==> src/radio_link_retry_fsm_macros.svh <==
// Assertion macros shared by the radio link retry block.
// Needs nothing else; every file that asserts includes this header.
`ifndef RADIO_LINK_RETRY_FSM_MACROS_SVH
`define RADIO_LINK_RETRY_FSM_MACROS_SVH

// Same-cycle implication, checked at every clock edge outside reset.
`define RLR_ASSERT_NOW(label, clk, rst_n, ante, cons) \
    label: assert property (@(posedge clk) disable iff (!rst_n) (ante) |-> (cons)) \
        else $error("radio link retry: check failed");

// Next-cycle implication, checked at every clock edge outside reset.
`define RLR_ASSERT_NEXT(label, clk, rst_n, ante, cons) \
    label: assert property (@(posedge clk) disable iff (!rst_n) (ante) |=> (cons)) \
        else $error("radio link retry: check failed");

`endif

==> src/rlr_pkg.sv <==
// Package for the radio link retry block: widths, codes, reset values and
// the structs passed between its modules. Depends on nothing.
package rlr_pkg;

    // Defaults for the top-level parameters.
    localparam int DEF_TIME_WIDTH  = 32;
    localparam int DEF_COUNT_WIDTH = 16;

    // Fixed field widths.
    localparam int OP_W    = 2;
    localparam int NOW_W   = 32;
    localparam int KIND_W  = 3;
    localparam int STATE_W = 3;
    localparam int SEND_W  = 3;
    localparam int PKT_W   = 16;
    localparam int DLY_W   = 16;

    // Configuration port.
    localparam int APB_DW = 32;
    localparam int APB_AW = 3;
    localparam logic REG_RESEND_WAIT = 1'b0;
    localparam logic REG_ACK_WAIT    = 1'b1;
    localparam logic [DLY_W-1:0] RESEND_WAIT_RST = 16'd2500;
    localparam logic [DLY_W-1:0] ACK_WAIT_RST    = 16'd5000;

    // Operation codes.
    localparam logic [OP_W-1:0] OP_TICK   = 2'd0;
    localparam logic [OP_W-1:0] OP_PACKET = 2'd1;
    localparam logic [OP_W-1:0] OP_START  = 2'd2;

    // Received packet kinds.
    localparam logic [KIND_W-1:0] KIND_PING   = 3'd0;
    localparam logic [KIND_W-1:0] KIND_PONG   = 3'd1;
    localparam logic [KIND_W-1:0] KIND_ACK    = 3'd2;
    localparam logic [KIND_W-1:0] KIND_SENSOR = 3'd3;

    // Protocol states.
    typedef enum logic [STATE_W-1:0] {
        ST_ENQUEUE     = 3'd0,
        ST_PING        = 3'd1,
        ST_LISTEN_PONG = 3'd2,
        ST_LISTEN_ACK  = 3'd3,
        ST_BREAK       = 3'd4,
        ST_NOBODY      = 3'd5,
        ST_EMPTY       = 3'd6
    } t_state;

    // Frames sent on the radio.
    typedef enum logic [SEND_W-1:0] {
        SEND_NONE   = 3'd0,
        SEND_PING   = 3'd1,
        SEND_PONG   = 3'd2,
        SEND_ACK    = 3'd3,
        SEND_RECORD = 3'd4,
        SEND_RESEND = 3'd5
    } t_send;

    // One input transaction.
    typedef struct packed {
        logic [OP_W-1:0]    op;
        logic [NOW_W-1:0]   now_ms;
        logic [KIND_W-1:0]  kind;
        logic               granted;
        logic               has_item;
        logic [STATE_W-1:0] start;
    } t_item;

    // One result transaction.
    typedef struct packed {
        t_send             send;
        logic              pop;
        logic              rewind;
        logic              sleep;
        t_state            state;
        logic [PKT_W-1:0]  count;
    } t_result;

    // Configuration values seen by the protocol core.
    typedef struct packed {
        logic [DLY_W-1:0] resend_wait;
        logic [DLY_W-1:0] ack_wait;
    } t_cfg;

endpackage

==> src/rlr_cfg.sv <==
// APB-style register file for the radio link retry block.
// Depends on rlr_pkg for addresses, widths and reset values.
module rlr_cfg
    import rlr_pkg::*;
(
    input  logic              i_clk,
    input  logic              i_rst_n,
    input  logic              psel,
    input  logic              penable,
    input  logic              pwrite,
    input  logic [APB_AW-1:0] paddr,
    input  logic [APB_DW-1:0] pwdata,
    output logic [APB_DW-1:0] prdata,
    output logic              pready,
    output t_cfg              o_cfg
);

    logic [DLY_W-1:0] r_resend_wait;
    logic [DLY_W-1:0] r_ack_wait;
    logic             w_wr;
    logic             w_idx;

    // Register index is the word address; the port never stalls.
    assign w_idx  = paddr[2];
    assign w_wr   = psel && penable && pwrite;
    assign pready = 1'b1;

    // Register writes.
    always_ff @(posedge i_clk) begin
        if (!i_rst_n) begin
            r_resend_wait <= RESEND_WAIT_RST;
            r_ack_wait    <= ACK_WAIT_RST;
        end else if (w_wr) begin
            case (w_idx)
                REG_RESEND_WAIT: r_resend_wait <= pwdata[DLY_W-1:0];
                REG_ACK_WAIT:    r_ack_wait    <= pwdata[DLY_W-1:0];
                default: ;
            endcase
        end
    end

    // Read data, zero above the register width.
    always_comb begin
        case (w_idx)
            REG_RESEND_WAIT: prdata = APB_DW'(r_resend_wait);
            REG_ACK_WAIT:    prdata = APB_DW'(r_ack_wait);
            default:         prdata = '0;
        endcase
    end

    assign o_cfg.resend_wait = r_resend_wait;
    assign o_cfg.ack_wait    = r_ack_wait;

endmodule

==> src/rlr_core.sv <==
// Protocol core: state, delay timer and packet counter with their
// next-state logic. Depends on rlr_pkg for codes, types and widths.
module rlr_core
    import rlr_pkg::*;
#(
    parameter int TIME_WIDTH  = DEF_TIME_WIDTH,
    parameter int COUNT_WIDTH = DEF_COUNT_WIDTH
) (
    input  logic    i_clk,
    input  logic    i_rst_n,
    input  logic    i_fire,
    input  t_item   i_item,
    input  t_cfg    i_cfg,
    output t_result o_result
);

    t_state                  r_state,  n_state;
    logic [DLY_W-1:0]        r_dlen,   n_dlen;
    logic [TIME_WIDTH-1:0]   r_dstart, n_dstart;
    logic [COUNT_WIDTH-1:0]  r_cnt,    n_cnt;

    logic [TIME_WIDTH+NOW_W-1:0]  w_now_ext;
    logic [TIME_WIDTH-1:0]        w_now;
    logic [TIME_WIDTH-1:0]        w_elapsed;
    logic                         w_in_delay;
    logic                         w_listening;

    // Clock value reduced to the timer width.
    assign w_now_ext = {{TIME_WIDTH{1'b0}}, i_item.now_ms};
    assign w_now     = w_now_ext[TIME_WIDTH-1:0];

    // A delay runs while it is set and the elapsed time is below its length.
    assign w_elapsed   = w_now - r_dstart;
    assign w_in_delay  = (r_dlen != '0) && (w_elapsed < TIME_WIDTH'(r_dlen));
    assign w_listening = r_state inside {ST_LISTEN_PONG, ST_LISTEN_ACK};

    // State registers advance only when a transaction is processed.
    always_ff @(posedge i_clk) begin
        if (!i_rst_n) begin
            r_state  <= ST_ENQUEUE;
            r_dlen   <= '0;
            r_dstart <= '0;
            r_cnt    <= '0;
        end else if (i_fire) begin
            r_state  <= n_state;
            r_dlen   <= n_dlen;
            r_dstart <= n_dstart;
            r_cnt    <= n_cnt;
        end
    end

    // Next state and result flags for the transaction at hand.
    always_comb begin
        n_state         = r_state;
        n_dlen          = r_dlen;
        n_dstart        = r_dstart;
        n_cnt           = r_cnt;
        o_result.send   = SEND_NONE;
        o_result.pop    = 1'b0;
        o_result.rewind = 1'b0;
        o_result.sleep  = 1'b0;

        case (i_item.op)
            OP_TICK: begin
                // An expired delay is cleared and its start follows the clock.
                if (!w_in_delay) begin
                    n_dlen   = '0;
                    n_dstart = w_now;
                end
                case (r_state)
                    ST_PING: begin
                        o_result.send = SEND_PING;
                        n_state  = ST_LISTEN_PONG;
                        n_dlen   = i_cfg.resend_wait;
                        n_dstart = w_now;
                    end
                    ST_LISTEN_ACK: begin
                        if (!w_in_delay) begin
                            if (i_item.granted) begin
                                o_result.send = SEND_RESEND;
                                n_state = ST_LISTEN_ACK;
                            end else begin
                                n_state = ST_BREAK;
                            end
                            n_dlen   = i_cfg.resend_wait;
                            n_dstart = w_now;
                        end
                    end
                    ST_LISTEN_PONG: begin
                        if (!w_in_delay) begin
                            if (i_item.granted) begin
                                o_result.send = SEND_RESEND;
                                n_state = ST_LISTEN_PONG;
                                n_dlen  = i_cfg.resend_wait;
                            end else begin
                                o_result.sleep = 1'b1;
                                n_state = ST_NOBODY;
                                n_dlen  = '0;
                            end
                            n_dstart = w_now;
                        end
                    end
                    ST_BREAK: begin
                        if (!w_in_delay) begin
                            n_state  = ST_PING;
                            n_dlen   = '0;
                            n_dstart = w_now;
                        end
                    end
                    default: ;
                endcase
            end
            OP_PACKET: begin
                // Packets count only in the polling states.
                if (r_state == ST_ENQUEUE || (w_listening && w_in_delay)) begin
                    n_cnt = r_cnt + 1'b1;
                    case (i_item.kind)
                        KIND_PING: o_result.send = SEND_PONG;
                        KIND_PONG, KIND_ACK: begin
                            if ((i_item.kind == KIND_ACK && w_listening) ||
                                r_state == ST_LISTEN_PONG) begin
                                o_result.rewind = (i_item.kind == KIND_PONG);
                                // Send the next queued record, or sleep when empty.
                                if (i_item.has_item) begin
                                    o_result.send = SEND_RECORD;
                                    o_result.pop  = 1'b1;
                                    n_state = ST_LISTEN_ACK;
                                    n_dlen  = i_cfg.ack_wait;
                                end else begin
                                    o_result.sleep = 1'b1;
                                    n_state = ST_EMPTY;
                                    n_dlen  = '0;
                                end
                                n_dstart = w_now;
                            end
                        end
                        KIND_SENSOR: begin
                            if (r_state == ST_ENQUEUE) begin
                                o_result.send = SEND_ACK;
                            end
                        end
                        default: o_result.send = SEND_ACK;
                    endcase
                end
            end
            OP_START: begin
                // Start over in the requested state, saturated to the last code.
                if (i_item.start > STATE_W'(ST_EMPTY)) begin
                    n_state = ST_EMPTY;
                end else begin
                    n_state = t_state'(i_item.start);
                end
                n_cnt    = '0;
                n_dlen   = '0;
                n_dstart = w_now;
            end
            default: ;
        endcase

        // Reported count is the low bits of the counter.
        o_result.state = n_state;
        o_result.count = PKT_W'(n_cnt);
    end

endmodule

==> src/radio_link_retry_fsm.sv <==
// Top level of the radio link retry block: input register, protocol core,
// result register and configuration port. Depends on rlr_pkg, rlr_cfg,
// rlr_core and radio_link_retry_fsm_macros.svh.
//
// Usage: each input transaction (i_valid/o_ready) is a time tick, a received
// packet or a start-over request. Every accepted transaction yields exactly
// one result transaction (o_valid/i_ready) with the frame to send, the queue
// and sleep flags, the protocol state after the transaction and the packet
// count.
// An accepted transaction passes through the input register and then the
// result register before o_valid rises. Throughput is one transaction per
// cycle while the receiver takes results (i_ready high).
// When the receiver stalls, the result register holds its transaction and
// the input register holds one more; o_ready drops only when both are full.
// Reset (synchronous, active low) clears both registers, puts the protocol
// in the enqueue state with no delay and a zero count, and loads the delay
// registers with 2500 ms (retry) and 5000 ms (ack wait).
// Registers on the APB port: resend_wait at 0x0, ack_wait at 0x4. They must
// be written only while no transaction is in flight; the block does not enforce it.
`include "radio_link_retry_fsm_macros.svh"

module radio_link_retry_fsm
    import rlr_pkg::*;
#(
    parameter int TIME_WIDTH  = DEF_TIME_WIDTH,
    parameter int COUNT_WIDTH = DEF_COUNT_WIDTH
) (
    input  logic               i_clk,
    input  logic               i_rst_n,
    input  logic               i_valid,
    output logic               o_ready,
    input  logic [OP_W-1:0]    i_operation,
    input  logic [NOW_W-1:0]   i_now_ms,
    input  logic [KIND_W-1:0]  i_packet_kind,
    input  logic               i_resend_granted,
    input  logic               i_queue_has_item,
    input  logic [STATE_W-1:0] i_start_state,
    output logic               o_valid,
    input  logic               i_ready,
    output logic [SEND_W-1:0]  o_send_kind,
    output logic               o_queue_pop,
    output logic               o_queue_rewind,
    output logic               o_radio_sleep,
    output logic [STATE_W-1:0] o_state_now,
    output logic [PKT_W-1:0]   o_packets_received,
    input  logic               psel,
    input  logic               penable,
    input  logic               pwrite,
    input  logic [APB_AW-1:0]  paddr,
    input  logic [APB_DW-1:0]  pwdata,
    output logic [APB_DW-1:0]  prdata,
    output logic               pready
);

    logic    r_in_valid;
    t_item   r_in;
    logic    r_out_valid;
    t_result r_out;
    logic    w_adv;
    t_cfg    w_cfg;
    t_result w_res;

    // The held transaction moves on when the result register is free.
    assign w_adv   = r_in_valid && (!r_out_valid || i_ready);
    assign o_ready = !r_in_valid || w_adv;

    // Input register.
    always_ff @(posedge i_clk) begin
        if (!i_rst_n) begin
            r_in_valid <= 1'b0;
        end else if (i_valid && o_ready) begin
            r_in_valid <= 1'b1;
        end else if (w_adv) begin
            r_in_valid <= 1'b0;
        end
    end

    always_ff @(posedge i_clk) begin
        if (i_valid && o_ready) begin
            r_in.op       <= i_operation;
            r_in.now_ms   <= i_now_ms;
            r_in.kind     <= i_packet_kind;
            r_in.granted  <= i_resend_granted;
            r_in.has_item <= i_queue_has_item;
            r_in.start    <= i_start_state;
        end
    end

    // Configuration registers.
    rlr_cfg u_cfg (
        .i_clk   (i_clk),
        .i_rst_n (i_rst_n),
        .psel    (psel),
        .penable (penable),
        .pwrite  (pwrite),
        .paddr   (paddr),
        .pwdata  (pwdata),
        .prdata  (prdata),
        .pready  (pready),
        .o_cfg   (w_cfg)
    );

    // Protocol state and next-state logic.
    rlr_core #(
        .TIME_WIDTH  (TIME_WIDTH),
        .COUNT_WIDTH (COUNT_WIDTH)
    ) u_core (
        .i_clk    (i_clk),
        .i_rst_n  (i_rst_n),
        .i_fire   (w_adv),
        .i_item   (r_in),
        .i_cfg    (w_cfg),
        .o_result (w_res)
    );

    // Result register.
    always_ff @(posedge i_clk) begin
        if (!i_rst_n) begin
            r_out_valid <= 1'b0;
        end else if (w_adv) begin
            r_out_valid <= 1'b1;
        end else if (i_ready) begin
            r_out_valid <= 1'b0;
        end
    end

    always_ff @(posedge i_clk) begin
        if (w_adv) begin
            r_out <= w_res;
        end
    end

    assign o_valid            = r_out_valid;
    assign o_send_kind        = r_out.send;
    assign o_queue_pop        = r_out.pop;
    assign o_queue_rewind     = r_out.rewind;
    assign o_radio_sleep      = r_out.sleep;
    assign o_state_now        = r_out.state;
    assign o_packets_received = r_out.count;

    // A processed transaction always lands in the result register.
    `RLR_ASSERT_NEXT(a_adv_fills_out, i_clk, i_rst_n, w_adv, r_out_valid)
    // A held transaction is never lost while the result side is stalled.
    `RLR_ASSERT_NEXT(a_in_kept, i_clk, i_rst_n, r_in_valid && !w_adv, r_in_valid)
    // A queue pop always goes with sending the queued record.
    `RLR_ASSERT_NOW(a_pop_record, i_clk, i_rst_n, r_out_valid && r_out.pop,
        r_out.send == SEND_RECORD)
    // Sleep only when entering a state where nobody answers or the queue is empty.
    `RLR_ASSERT_NOW(a_sleep_state, i_clk, i_rst_n, r_out_valid && r_out.sleep,
        r_out.state == ST_NOBODY || r_out.state == ST_EMPTY)

endmodule
==> config.mk <==
export PLATFORM = sky130hd
export DESIGN_NAME = radio_link_retry_fsm
export DESIGN_NICKNAME = d
export VERILOG_FILES = /design/src/rlr_pkg.sv /design/src/rlr_cfg.sv /design/src/rlr_core.sv /design/src/radio_link_retry_fsm.sv
export VERILOG_INCLUDE_DIRS = /design/src /design/src/src
export SDC_FILE = /design/constraint.sdc
export NUM_CORES = 1
export LEC_CHECK = 0
export BUFFER_PORTS_ARGS = -buffer_cell sky130_fd_sc_hd__clkbuf_2
export CORE_ASPECT_RATIO = 1.5
export CORE_MARGIN = 2
export CORE_UTILIZATION = 35
export CTS_BUF_LIST = sky130_fd_sc_hd__clkbuf_4
export DETAILED_ROUTE_END_ITERATION = 16
export HOLD_SLACK_MARGIN = 0.02
export PLACE_DENSITY_LB_ADDON = 0.25
export SKIP_LAST_GASP = 1
export SLEW_MARGIN = 20
export SYNTH_ARGS = -nofsm -noshare
export SYNTH_HDL_FRONTEND = slang
export SYNTH_SLANG_ARGS = --single-unit
==> constraint.sdc <==
create_clock -name i_clk -period 15.8 [get_ports i_clk]
set_input_delay 1.58 -clock i_clk [delete_from_list [all_inputs] [get_ports i_clk]]
set_output_delay 1.58 -clock i_clk [all_outputs]
set_load 0.02 [all_outputs]
==> metrics.md, run 1 <==
| Metric | Value |
|---|---|
| Unrepaired setup endpoints after global routing | `false` |
| Area of the core | `27200 um^2` |
| Synthesized instance count | `1082` |
| Clk pwr share | `27.8%` |
| Data arrival, critical path | `7.45 ns` |
| PwrDens | `~86 nW/um^2` |
| First-pass GRT wire length | `40200 um` |
| Die ar. | `29000 um^2` |
| Fin Setup TNS | `0 ns` |
| Routed wire per std cell | `16.5 um` |
| Die Ht | `between 200 and 250 um` |
| Startpoint Class | `register` |
| CP cell instances | `inv_1, ha_1, fa_1, nor2b_1, o2111ai_1, a21oi_1, nor2_1, xnor2_1, ha_1, a21o_1, a21o_1, a222oi_1, o21ai_1, a211o_1, or4_4, nor4_4, nand4b_1, nor4_2, a211o_2, and2_1, a22o_1` |
| Ys Warns | `0` |
| Vias in the first global route | `8004` |
| Most used DFF post-synth | `dfxtp_1` |
| DRT iter0 DRCs | `462` |
| Fin. max-slew vios | `0` |
| Yosys cell types | `84` |
| Htree depth | `4` |
| Fillers | `about 2800` |
| Area leader, netlist | `dfxtp_1` |
| CTS tree | `done` |
| Ranking of synthesized cells by area | `dfxtp_1, edfxtp_1, ha_1, nand2_1, a21oi_1` |
| Syn avg cell area | `8.95 um^2` |
| Total Routed Length | `approximately 25000 um` |
| Met2 WL | `~13000 um` |
| Critical Path Sink Type | `register` |
| Setup-failing EPs final | `0` |
| Async S/R FF share, synth | `0%` |
| Sw frac | `around 31%` |
| Met3 Routed Length | `1110 um` |
| Clock root buffer | `clkbuf_4` |
| Net switching power | `approximately 280 uW` |
| Commonest cells after routing, fill and taps aside | `nand2_1, clkbuf_2, dfxtp_1` |
| Min-Delay Startpoint | `u_core.r_dstart[22]$_SDFFE_PN0P_` |
| Routability cong. | `0.863` |
| Logic pwr share | `19.9%` |
| Detailed Routing Iterations Pass 1 | `7` |
| Slew Limit Headroom | `29.1%` |
| Cts-stage hold buffer count | `0` |
| Worst-Margin Slew | `about 1.1 ns` |
| Top sig layer | `met4` |
| Place WS | `8.94 ns` |
| DP Wirelength | `roughly 18000 um` |
| Port bufs | `108` |
| Synthesized flop and latch total | `168` |
| Reg2Reg Depth | `21` |
| Number of synthesized flops with an enable pin | `67` |
| R2R setup slack | `8.95 ns` |
| Fmax | `146 MHz` |
| Reg-to-Reg End | `u_core.r_dlen[10]$_SDFFE_PN0P_` |
| Max_cap viols | `0` |
| Final worst slack | `8.95 ns` |
| Antenna violations before repair | `1` |
| DR vias | `between 8000 and 9000` |
| Total Routing Usage GR | `17.2%` |
| Hold endpoint | `u_core.r_dstart[22]$_SDFFE_PN0P_` |
| Hold path depth | `2` |
| Clock transition at path regs | `0.13 ns` |
| CP Max Fanout | `65` |
| Post-CTS Setup Repair Bufs | `0` |
| Largest net degree at the start of global routing | `84` |
| Crit-path max cell delay | `between 0.9 and 1 ns` |
| Initial Utilization | `35.6%` |
| Sequential power share | `52.3%` |
| Synth-to-Final Area Change | `9.72%` |
| Crit path required time | `16.39 ns` |
| Internal power | `around 630 uW` |
| CTS Buffer Depth | `2` |
| Tcrit/Tclk final | `43.4%` |
| Status | `finished clean` |
| Max Clock Skew | `0.0333 ns` |
| Fin. Hold Viols | `0` |
| CTS Buf Count | `17` |
| Post-synthesis cell area | `just under 10000 um^2` |
| Sinks on Clock Net | `168` |
| Vias/cell | `approximately 5.4` |
| Num rows | `74` |
| Antenna Violating Nets Remaining | `0` |
| Most common cell after layout, fill and taps aside | `nand2_1` |
| Worst vdd ir | `0.0484 mV` |
| Layout cells sized above 1 | `16.0%` |
| Sequential fraction of the synthesis area | `41.7%` |
| Nets@finish | `roughly 1300` |
| Met1 WL | `10100 um` |
| Tmin final | `6.85 ns` |
| Worst-skew pair later-pin latency | `0.66 ns` |
| Ports | `roughly 140` |
| Slowest CP cell | `a211o_2` |
| Critical R2R Launch | `r_in[8]$_DFFE_PP_` |
| Post_cts resized | `0` |
| Sequential Area | `4030 um^2` |
| Area of the multi-input gates | `5040 um^2` |
| Lkg Pwr | `between 3 and 4 nW` |
| Type of the worst setup path | `register to register` |
| Total grt overflow | `0` |
| Worst min path class | `register to register` |
| Top cell type's share of synthesized area | `20.9%` |
| Residual DRC | `0` |
| Die Span X | `140 um` |
## logic make-up (layout without fill, tap and decap cells)
kind of cell | count (synthesis) | count (layout) | synth area share [%]
AND/OR/NAND/NOR | 378 | 378 | 19.3
AO/OA/AOI/OAI | 290 | 290 | 20.4
flip-flops | 168 | 168 | 41.7
buffers and inverters | 144 | 214 | 6.88
adder cells (fa/ha/maj) | 52 | 52 | 6.80
XOR/XNOR | 24 | 24 | 2.17
multiplexers | 24 | 24 | 2.71
other | 2 | 19 | 0.0776
## stage by stage
stage | power [mW] | util [%] | std cells | hold slack [ns] | area [um^2]
finish | 0.915 | 39.0 | 1511 | 0.467 | 10600
global route | 0.962 | 39.0 | 1510 | 0.492 | 10600
CTS | 0.927 | 39.0 | 1509 | 0.471 | 10600
detailed placement | 0.670 | 38.0 | 1477 | 0.452 | 10300
global placement | 0.669 | 38.0 | 1477 | 0.443 | 10300
floorplan | 0.624 | - | 1097 | 0.437 | 9740
## registers in the layout, summed over array words and instances, names as in the netlist
signal / flops
r_in: 42
u_core.r_dstart: 32
o_packets_received: 16
u_cfg.r_ack_wait: 16
u_cfg.r_resend_wait: 16
u_core.r_cnt: 16
u_core.r_dlen: 16
o_send_kind: 3
o_state_now: 3
u_core.r_state: 3
o_queue_pop: 1
o_queue_rewind: 1
o_radio_sleep: 1
o_valid: 1
r_in_valid: 1
## cell type report
| class | instances | share of cell area, % |
|---|---|---|
| Multi-Input combinational cell | 785 | 47.5 |
| Clock buffer | 22 | 1.55 |
| Clock inverter | 10 | 0.978 |
| Inverter | 67 | 2.37 |
| Tap cell | 342 | 4.03 |
| Timing Repair Buffer | 115 | 5.58 |
| Sequential cell | 168 | 38.0 |
| Antenna cell | 2 | 0.0471 |
## how the worst max path moves through the flow
stage | startpoint | to | cells past startpoint | slack, ns
final | r_in[8]$_DFFE_PP_ | u_core.r_dlen[10]$_SDFFE_PN0P_ | 21 | 8.95
after global routing | r_in[8]$_DFFE_PP_ | u_core.r_dlen[11]$_SDFFE_PN0P_ | 21 | 8.42
after CTS | r_in[8]$_DFFE_PP_ | u_core.r_dlen[10]$_SDFFE_PN0P_ | 21 | 8.88
after detailed placement | r_in[8]$_DFFE_PP_ | u_core.r_dlen[8]$_SDFFE_PN0P_ | 21 | 8.94
after global placement | r_in[8]$_DFFE_PP_ | u_core.r_dlen[5]$_SDFFE_PN0P_ | 21 | 8.98
after floorplan | r_in[8]$_DFFE_PP_ | o_packets_received[4]$_DFFE_PP_ | 23 | 10.55
## synth_stat cells (5+ instances only)
master and instances:
a211oi_1 5, a21o_1 17, a21oi_1 67, a22o_1 33
a31oi_1 9, and2_1 5, and3_1 11, and4_1 7
buf_1 11, buf_2 13, buf_4 19, buf_6 5
clkbuf_1 29, dfxtp_1 101, edfxtp_1 67, ha_1 51
inv_1 66, mux2_2 18, mux2i_1 6, nand2_1 158
nand2b_1 13, nand3_1 66, nand4_1 10, nor2_1 38
nor2b_1 8, nor3_1 13, nor4_1 12, o2111ai_1 5
o211ai_1 13, o21a_1 8, o21ai_0 50, o21ai_1 17
o221ai_1 5, o31ai_1 10, or3_1 7, or4_1 10
xnor2_1 15, xor2_1 9
## worst max-delay path: cells and delay by family, from the launching register on
| family | cells | cell delay (ns) |
|---|---|---|
| buf+inv | 1 | 0.05 |
| flops | 1 | 0.35 |
| simple gates | 7 | 2.57 |
| fa+ha+maj | 3 | 0.83 |
| xor+xnor | 1 | 0.16 |
| compound gates | 9 | 2.84 |
## power groups by stage
stage          Combinational (mW)  Sequential, mW  Clock [mW]
2_1_floorplan               0.136           0.488           0
3_3_place_gp                0.180           0.489           0
3_5_place_dp                0.181           0.489           0
4_1_cts                     0.182           0.479       0.266
5_1_grt                     0.203           0.481       0.278
6_report                    0.182           0.479       0.254
## layer usage
layer | vias to the layer above | track usage, %
met5 | - | 0
met4 | 0 | 6.83
met3 | 43 | 3.58
met2 | 212 | 31.0
met1 | 3846 | 19.7
li1 | 4072 | -
Power figures use the tool's default switching activity.
==> run 2, diff against run 1 <==
clock period = 6.2 ns   (was 15.8 ns; I/O delays follow)
==> metrics.md, run 2 (synthesis results as in run 1) <==
| Metric | Value |
|---|---|
| Status | `finished clean` |
| Worst min path class | `input port to register` |
| DRT iter0 DRCs | `between 400 and 500` |
| Placed instance area | `between 10000 and 15000 um^2` |
| Detailed Routing Iterations Pass 1 | `5` |
| Crit path required time | `6.63 ns` |
| CTS Buffer Depth | `2` |
| Worst-skew pair later-pin latency | `approximately 0.62 ns` |
| Num rows | `74` |
| Net switching power | `708 uW` |
| DR vias | `8199` |
| Tcrit/Tclk final | `95.3%` |
| CTS tree | `done` |
| Total Routing Usage GR | `about 17%` |
| Layout cells sized above 1 | `16.7%` |
| Routability cong. | `0.898` |
| Lkg Pwr | `3.98 nW` |
| Tmin final | `around 5.9 ns` |
| Max_cap viols | `0` |
| Biggest regs | `r_in: 42 flops, u_core.r_dstart: 32 flops` |
| Worst-Margin Slew | `approximately 0.9 ns` |
| First-pass GRT wire length | `40700 um` |
| Residual DRC | `0` |
| Setup-failing EPs final | `0` |
| Sw frac | `about 31%` |
| Vias/cell | `5.41` |
| Clk pwr share | `26.1%` |
| Type of the worst setup path | `register to register` |
| Die Ht | `208 um` |
| Fmax | `about 170 MHz` |
| Sinks on Clock Net | `168` |
| Total grt overflow | `0` |
| Fin. max-slew vios | `0` |
| Design Area, Final | `10700 um^2` |
| Nets@finish | `1296` |
| Worst vdd ir | `slightly above 0.1 mV` |
| Unrepaired setup endpoints after global routing | `true` |
| Clock transition at path regs | `about 0.14 ns` |
| Routed wire per std cell | `16.6 um` |
| Initial Utilization | `35.6%` |
| Sequential power share | `53.4%` |
| Largest net degree at the start of global routing | `84` |
| Fillers | `approximately 2800` |
| Max reg flops | `42` |
| Die ar. | `29000 um^2` |
| Dpl cells | `1483` |
| Htree depth | `4` |
| Cts-stage hold buffer count | `0` |
| Synth-to-Final Area Change | `10.1%` |
| CTS Buf Count | `17` |
| Vias in the first global route | `8113` |
| Critical Path Sink Type | `register` |
| Area of the core | `27200 um^2` |
| Slew Limit Headroom | `approximately two fifths` |
| Ports | `144` |
| Port bufs | `108` |
| Commonest cells after routing, fill and taps aside | `nand2_1, clkbuf_2, dfxtp_1` |
| Data arrival, critical path | `6.34 ns` |
| Startpoint Class | `register` |
| Top reg by flops | `r_in` |
| CP Max Fanout | `7` |
| Final core utilization | `39.2%` |
| Antenna Violating Nets Remaining | `0` |
| Total Routed Length | `25200 um` |
| Clock root buffer | `clkbuf_4` |
| Die Span X | `140 um` |
| Final Non-Filler Cells | `1516` |
| Antenna violations before repair | `1` |
| Max Clock Skew | `around 0.021 ns` |
| Min Hold Slack | `0.163 ns` |
| DP Wirelength | `18200 um` |
| Internal power | `1.58 mW` |
| Fin. Hold Viols | `0` |
| PwrDens | `215 nW/um^2` |
| Most common cell after layout, fill and taps aside | `nand2_1` |
| Logic pwr share | `20.6%` |
## run 2: changes by cell type in the layout (fill, tap and decap cells not counted), sizes merged
cell,delta
inv,+2
diode,-1
buf,+6
clkinvlp,-1
bufinv,-1
## run 2: final cells by class
cell class / instances / area [um^2] / share of cell area, %
Multi-Input combinational cell: 785 / 5050 / 47.3
Sequential cell: 168 / 4030 / 37.8
Timing Repair Buffer: 121 / 654 / 6.14
Tap cell: 342 / 428 / 4.01
Inverter: 67 / 251 / 2.36
Clock buffer: 22 / 165 / 1.55
Clock inverter: 10 / 77.6 / 0.728
Antenna cell: 1 / 2.50 / 0.0235
## run 2: layer usage
| layer | track usage [%] | routed length, um |
|---|---|---|
| met2 | 31.7 | 13200 |
| met3 | 4.41 | 992 |
| met4 | 6.45 | 632 |
| met1 | 19.4 | 10400 |
| met5 | 0 | 0 |
## run 2: timing repair
action	4_1_cts	5_1_grt
setup endpoints to repair	0	49
setup buffers	0	0
gates resized for setup	0	3
## run 2: critical path: stages, from the launching register on
cell and delay [ns]:
edfxtp_1 0.34, inv_1 0.05, ha_1 0.22, fa_1 0.41, nor2b_1 0.18, o2111ai_1 0.25
a21o_1 0.30, a21oi_1 0.25, xor2_1 0.22, ha_1 0.27, a21o_1 0.16, a222oi_1 0.26
o21ai_1 0.12, a211o_1 0.24, or4_4 0.49, nor4_4 0.34, nand3_2 0.20, nor4_2 0.47
or2_2 0.20, nand3_1 0.31, o31ai_1 0.46
## run 2: path summary, 6_finish.rpt
check | cells past startpoint | endpoint | slack (ns) | from
min reg2reg | 2 | u_core.r_dstart[14]$_SDFFE_PN0P_ | 0.47 | u_core.r_dstart[14]$_SDFFE_PN0P_
max | 20 | o_packets_received[8]$_DFFE_PP_ | 0.29 | r_in[8]$_DFFE_PP_
min | 1 | r_in[4]$_DFFE_PP_ | 0.16 | i_resend_granted
max reg2reg | 20 | o_packets_received[8]$_DFFE_PP_ | 0.29 | r_in[8]$_DFFE_PP_
## run 2: through the flow
stage	setup WS (ns)	TNS (ns)	total power [mW]
6_report	0.292	0	2.29
4_1_cts	0.250	0	2.32
2_1_floorplan	0.952	0	1.59
5_1_grt	-0.0264	-0.0505	2.42
3_5_place_dp	0.318	0	1.71
3_3_place_gp	0.334	0	1.71
## run 2: power by group through the flow
stage                     Combinational, mW  Clock, mW  Sequential, mW
after global routing                  0.526      0.668            1.23
final                                 0.471      0.596            1.22
after floorplan                       0.346          0            1.24
after detailed placement              0.469          0            1.25
after global placement                0.466          0            1.25
after CTS                             0.471      0.626            1.22
==> run 3, diff against run 2 <==
clock period = 5.8 ns   (was 6.2 ns; I/O delays follow)
==> metrics.md, run 3 (synthesis results as in run 1) <==
| Metric | Value |
|---|---|
| Max_cap viols | `0` |
| Slew Limit Headroom | `38.6%` |
| Logic pwr share | `approximately 21%` |
| Critical R2R Launch | `r_in[8]$_DFFE_PP_` |
| Worst min path class | `input port to register` |
| CTS Buffer Depth | `2` |
| Crit path required time | `6.31 ns` |
| Htree depth | `4` |
| Crit-path max cell delay | `0.49 ns` |
| Sequential power share | `52.5%` |
| Biggest regs | `r_in: 42 flops, u_core.r_dstart: 32 flops` |
| CTS Buf Count | `17` |
| Top reg by flops | `r_in` |
| CP Max Fanout | `16` |
| Sw frac | `31.1%` |
| Critical Path Sink Type | `register` |
| Vias in the first global route | `around 7900` |
| Fmax | `about 180 MHz` |
| Detailed Routing Iterations Pass 1 | `5` |
| Fin. Hold Viols | `0` |
| Reg-to-Reg End | `u_core.r_dlen[7]$_SDFFE_PN0P_` |
| Layout cells sized above 1 | `between 10% and 20%` |
| Worst-skew pair later-pin latency | `0.61 ns` |
| DRT iter0 DRCs | `464` |
| Tmin final | `5.51 ns` |
| Final core utilization | `39.8%` |
| Clk pwr share | `26.8%` |
| Total grt overflow | `0` |
| Dpl cells | `1496` |
| CTS tree | `done` |
| Area of the core | `around 27000 um^2` |
| Sinks on Clock Net | `around 170` |
| Type of the worst setup path | `register to register` |
| Total Routing Usage GR | `17.3%` |
| R2R setup slack | `slightly below 0.3 ns` |
| CP cell instances | `inv_1, ha_1, fa_1, nor2b_2, o2111ai_2, a21o_1, a21oi_2, xor2_1, ha_1, a21o_1, a222oi_1, o21ai_1, a211o_1, or4_4, nor4_4, nand3_2, o41a_1, a211o_2, and2_2, a22o_1` |
| Commonest cells after routing, fill and taps aside | `nand2_1, clkbuf_2, dfxtp_1` |
| Lkg Pwr | `4.03 nW` |
| Worst vdd ir | `0.142 mV` |
| Final worst slack | `0.290 ns` |
| DR vias | `8145` |
| Die Span X | `140 um` |
| Routability cong. | `0.874` |
| Nets@finish | `around 1300` |
| Min Hold Slack | `around 0.13 ns` |
| Hold endpoint | `r_in[8]$_DFFE_PP_` |
| Data arrival, critical path | `6.02 ns` |
| Die ar. | `roughly 29000 um^2` |
| Max reg flops | `42` |
| Cts-stage hold buffer count | `0` |
| CP top delay family | `compound AO/OA/AOI/OAI gates` |
| Fin. max-slew vios | `0` |
| Largest net degree at the start of global routing | `84` |
| Fin Setup TNS | `0 ns` |
| Initial Utilization | `35.6%` |
| Place WS | `around 0.08 ns` |
| Setup-failing EPs final | `0` |
| Most common cell after layout, fill and taps aside | `nand2_1` |
| Port bufs | `108` |
| PwrDens | `around 230 nW/um^2` |
| Status | `finished clean` |
| Tcrit/Tclk final | `a little over nine tenths` |
| Worst-Margin Slew | `0.920 ns` |
| Clock transition at path regs | `0.15 ns` |
| Min-Delay Startpoint | `i_now_ms[0]` |
| Hold path depth | `1` |
| CP bufs+invs | `1` |
| Die Ht | `slightly above 200 um` |
| Slowest CP cell | `or4_4` |
| Antenna violations before repair | `1` |
| Post-CTS Setup Repair Bufs | `0` |
| Max Clock Skew | `roughly 0.02 ns` |
| Reg2Reg Depth | `20` |
| DP Wirelength | `between 15000 and 20000 um` |
| Routed wire per std cell | `16.5 um` |
| Clock root buffer | `clkbuf_4` |
| Total Routed Length | `25300 um` |
| Antenna Violating Nets Remaining | `0` |
| Ports | `144` |
| First-pass GRT wire length | `40200 um` |
| Startpoint Class | `register` |
| Final Non-Filler Cells | `1530` |
| Residual DRC | `0` |
| Synth-to-Final Area Change | `11.8%` |
| Num rows | `74` |
| Net switching power | `between 700 and 800 uW` |
| Vias/cell | `~5.3` |
| Internal power | `1.71 mW` |
-- run 3: cell count changes in the layout (fill, tap and decap cells not counted), sizes merged --
| cell | before | now |
|---|---|---|
| clkbuf | 130 | 125 |
| inv | 70 | 67 |
| buf | 13 | 26 |
| clkinv | 6 | 12 |
| clkinvlp | 0 | 1 |
| diode | 1 | 2 |
| bufinv | 1 | 2 |
-- run 3: how the worst max path moves through the flow --
stage                     cells after the start                       startpoint  slack (ns)                               to
after floorplan                              23                r_in[8]$_DFFE_PP_        0.55  o_packets_received[4]$_DFFE_PP_
after global placement                       23  u_core.r_dstart[1]$_SDFFE_PN0P_        0.14    u_core.r_dlen[9]$_SDFFE_PN0P_
after detailed placement                     23  u_core.r_dstart[1]$_SDFFE_PN0P_        0.08   u_core.r_dlen[12]$_SDFFE_PN0P_
after CTS                                    20                r_in[8]$_DFFE_PP_        0.01   u_core.r_dlen[12]$_SDFFE_PN0P_
after global routing                         20                r_in[8]$_DFFE_PP_     -0.0002    u_core.r_dlen[7]$_SDFFE_PN0P_
final                                        20                r_in[8]$_DFFE_PP_        0.29    u_core.r_dlen[7]$_SDFFE_PN0P_
-- run 3: final cells by class --
| class | count | area (um^2) |
|---|---|---|
| diodes | 2 | 5.00 |
| inverters | 67 | 251 |
| multi-input cells | 785 | 5090 |
| fillers | 2823 | 16400 |
| flip-flops and latches | 168 | 4040 |
| clock inverters | 15 | 134 |
| repair buffers | 134 | 752 |
| clock buffers | 17 | 128 |
| well taps | 342 | 428 |
-- run 3: timing repair --
item / 4_1_cts / 5_1_grt
endpoints found under the setup margin: 0 / 74
resized for setup: 0 / 15
hold endpoints to repair: 0 / 0
-- run 3: per-layer routing --
| metal | GRT usage [%] | wire (um) |
|---|---|---|
| met4 | 6.07 | 561 |
| met1 | 20.1 | 10500 |
| met3 | 4.04 | 1010 |
| met2 | 30.8 | 13200 |
| met5 | 0 | 0 |
-- run 3: power by group through the flow --
| stage | Clock, mW | Sequential, mW | Combinational (mW) |
|---|---|---|---|
| 2_1_floorplan | 0 | 1.33 | 0.370 |
| 3_3_place_gp | 0 | 1.33 | 0.505 |
| 3_5_place_dp | 0 | 1.33 | 0.508 |
| 4_1_cts | 0.702 | 1.31 | 0.511 |
| 5_1_grt | 0.745 | 1.31 | 0.574 |
| 6_report | 0.667 | 1.31 | 0.515 |
-- run 3: metrics by stage --
step | area [um^2] | total power [mW]
after global placement | 10500 | 1.84
after floorplan | 9740 | 1.70
after global routing | 10800 | 2.63
after detailed placement | 10500 | 1.84
after CTS | 10800 | 2.52
final | 10800 | 2.49
